--- config.mk ---
export PLATFORM = sky130hd
export DESIGN_NAME = sks_key_cmp
export DESIGN_NICKNAME = d
export VERILOG_FILES = /design/src/hw/rtl/sks_pkg.sv /design/src/hw/rtl/sks_key_cmp.sv
export SDC_FILE = /design/constraint.sdc
export NUM_CORES = 1
export LEC_CHECK = 0
export BUFFER_PORTS_ARGS = -buffer_cell sky130_fd_sc_hd__buf_2
export CORE_MARGIN = 2
export CORE_UTILIZATION = 30
export DETAILED_ROUTE_END_ITERATION = 7
export PLACE_DENSITY = 0.62
export SLEW_MARGIN = 20
export SYNTH_ARGS = -nofsm -noshare
export SYNTH_HDL_FRONTEND = slang
export SYNTH_SLANG_ARGS = --single-unit
--- constraint.sdc ---
create_clock -name vclk -period 1.9
set_input_delay 0.38 -clock vclk [all_inputs]
set_output_delay 0.38 -clock vclk [all_outputs]
set_load 0.005 [all_outputs]
--- src/hw/rtl/sks_pkg.sv ---
// Shared constants, codes and types for the searchable key store.
`default_nettype none

package sks_pkg;

    // Store geometry
    localparam int DEPTH  = 1024;
    localparam int KEY_W  = 32;
    localparam int ADDR_W = $clog2(DEPTH);

    // Fixed field widths
    localparam int CNT_W      = 11;
    localparam int POS_W      = 11;
    localparam int CMD_W      = 2;
    localparam int CFG_IDX_W  = 2;
    localparam int CFG_DATA_W = 32;

    // Command codes
    localparam logic [CMD_W-1:0] CMD_WRITE = 2'd0;
    localparam logic [CMD_W-1:0] CMD_FWD   = 2'd1;
    localparam logic [CMD_W-1:0] CMD_BWD   = 2'd2;
    localparam logic [CMD_W-1:0] CMD_BIN   = 2'd3;

    // Configuration register indexes
    localparam logic [CFG_IDX_W-1:0] REG_COUNT = 2'd0;
    localparam logic [CFG_IDX_W-1:0] REG_MASK  = 2'd1;
    localparam logic [CFG_IDX_W-1:0] REG_ORDER = 2'd2;

    // Compare unit status
    typedef struct packed {
        logic equal;
        logic less;
    } cmp_t;

endpackage

`default_nettype wire

--- src/hw/rtl/sks_key_cmp.sv ---
// Shared compare unit: masked equality and masked signed/unsigned less-than.
`default_nettype none

module sks_key_cmp (
    input  wire logic [sks_pkg::KEY_W-1:0] entry,
    input  wire logic [sks_pkg::KEY_W-1:0] key,
    input  wire logic [sks_pkg::KEY_W-1:0] mask,
    input  wire logic                      signed_order,
    output sks_pkg::cmp_t                  result
);

    logic [sks_pkg::KEY_W-1:0] entry_m;
    logic [sks_pkg::KEY_W-1:0] key_m;
    logic [sks_pkg::KEY_W-1:0] flip;

    // Flip the sign bit so that an unsigned compare gives two's complement order
    assign flip    = {signed_order, {(sks_pkg::KEY_W-1){1'b0}}};
    assign entry_m = (entry & mask) ^ flip;
    assign key_m   = (key & mask) ^ flip;

    assign result.equal = ((entry ^ key) & mask) == '0;
    assign result.less  = entry_m < key_m;

endmodule

`default_nettype wire

==> impl_results.md <==
* Status: complete, but fails checks
* Failing checks: setup timing
* VDD IR max at 0.0910 mV
* Slew Viols, Final at 0
* Antenna violations before repair at 0
* Pwr per Cell Area at 221 nW/µm²
* Worst setup startpoint: mask[9]
* Reg area at 0 µm²
* Final Wtd Congestion at 0.814
* Critical Path AT at 1820 ps
* Routed Wire Length at 4.91 mm
* Initial DRC count at 32
* Least-Margin Pin Slew at 222 ps
* DRC at 0
* Top cell type by total area after synthesis: ha_1
* GRT overflow at 0
* Hold Fails Final Rpt at 0
* Worst Setup Path Type: in2out
* Crit-path slowest cell: ha_4
* Post-Syn Nets at 322
* Area contributors post-synth: ha_1, xor2_1, and2_1
* Syn_area_per_cell at 7.34 µm²
* Final min period at 2200 ps
* Row Count at 25
* Final setup viols at 1
* Hold Path Class: in2out
* Most frequent CP cell: buf_2
* RSZ-0062 raised after global routing: true
* Area Overhead vs Synth at 95.3%
* Vias in the first global route at 1,940
* CP peak stage delay at 270 ps
* Initial core utilization at 30.6%
* Die ar. at 5310 µm²
* First-pass DRT Iterations at 4
* Seq_cells at 0
* Placed Area at 2580 µm²
* Final net count at 489
* Largest net degree at the start of global routing at 4
* Cell with the most instances after synthesis: nand2_1
* Crit start category: input pin
* Sequential share of the synthesized area at 0%
* Final worst path period share at 116%
* N_diodes at 0
* Layout cells sized above 1 at 56.0%
* Worst hold margin at 1180 ps
* Hold path startpoint: mask[0]
* Fin area at 2780 µm²
* Chip height at 72.9 µm
* Relative slew margins at 85.1%
* Cell count after synthesis at 194
* Mapped Area at 1420 µm²
* DR vias at 2,010
* Total of max-cap violations at 0
* CP Capture Type: primary output
* # clk buffers at 0
* Required @ worst endpoint at 1520 ps
* I/O pins at 99
* Yosys top cell area share at 27.2%
* First-pass GRT wire length at 7.76 mm
* CP max FO at 3
* Setup WS post-layout at -300 ps
* CP delay by family, top: simple AND/OR/NAND/NOR gates
* Vias/cell at 4.87
* Std-Cell Core Area at 4660 µm²
* Port Buffers at 99
* P_leak at 1.44 nW
* Yosys warns at 0
* Post-synth top cells: nand2_1, xor2_1, ha_1
* Die width at 72.9 µm
* Routed Antenna Nets at 0
* Synth cell types at 26
* WL/cell at 11.9 µm
* Critical path cell sequence: buf_2 > and2_1 > ha_4 > nand2_1 > nor3_2 > buf_4 > o311ai_2 > a31oi_1 > a211oi_2 > buf_2
* Hpwl dp at 4.39 mm
* Crit path buf inv count at 3
* Fmax achieved at 454 MHz
* Gr usage total at 17.8%
what timing repair did:
action                                  4_1_cts  5_1_grt
hold buffers                                  0        0
pin swaps                                    10       12
setup buffers                                 0        0
endpoints found under the setup margin        2        2
resized for setup                            12       24
cells in the final DEF (no fill, tap or decap), drive strengths merged:
| cell | n |
|---|---|
| buf | 165 |
| nand2 | 40 |
| xor2 | 33 |
| ha | 31 |
| and2 | 30 |
| a22oi | 16 |
| a21oi | 10 |
| nand4 | 6 |
| o21ai | 5 |
| nand3 | 3 |
| nor2 | 3 |
| nor3 | 2 |
| and4 | 2 |
| a21o | 2 |
| a211oi | 2 |
| nor4 | 1 |
| xnor2 | 1 |
| a221o | 1 |
| and4bb | 1 |
| o211ai | 1 |
| o311ai | 1 |
| nand2b | 1 |
| a221oi | 1 |
| a31oi | 1 |
report_power, final:
part | total (mW) | switching [mW] | internal [mW]
Sequential | 0 | 0 | 0
Clock | 0 | 0 | 0
Combinational | 0.616 | 0.262 | 0.353
Total | 0.616 | 0.262 | 0.353
per-layer routing:
layer  vias up  global-route usage (%)  part of all wire [%]  wire length [µm]
li1       1038                       -                     -                 -
met1       903                    22.3                    43              2130
met2        65                    33.5                    50              2460
met3         4                    1.93                   5.5               268
met4         0                    1.65                  0.92                45
met5         -                       0                     0                 0
final timing paths:
kind / endpoint / slack (ps) / cells after the start
min: result[1] / 1180 / 5
max: result[0] / -300 / 10
stage by stage:
| stage | util, % | power, mW | std cells | worst slack, ps | setup TNS [ps] |
|---|---|---|---|---|---|
| after global routing | 59.7 | 0.689 | 413 | -379 | -471 |
| after floorplan | - | 0.252 | 194 | 0.200 | 0 |
| after CTS | 57.0 | 0.590 | 413 | -334 | -334 |
| after detailed placement | 55.4 | 0.564 | 413 | -396 | -444 |
| final | 59.7 | 0.616 | 413 | -300 | -300 |
| after global placement | 55.4 | 0.553 | 413 | -358 | -411 |
cell type report:
cell class / instances / area [µm²]
fillers: 443 / 1880
multi-input cells: 194 / 1640
well taps: 54 / 67.6
repair buffers: 165 / 1070
cell families (layout without fill, tap and decap cells):
group | count (synthesis) | in the layout | share of synthesized area (%)
simple gates | 89 | 89 | 32.2
compound gates | 40 | 40 | 19.6
xor+xnor | 34 | 34 | 20.9
fa+ha+maj | 31 | 31 | 27.2
buf+inv | 0 | 165 | 0
tightest hold or removal path: cells and delay by family:
kind	cells	cell delay, ps
buffers and inverters	2	200
and+or+nand+nor	2	140
AOI/OAI and AO/OA	1	80
No activity file was read; power rests on OpenSTA's default activity.
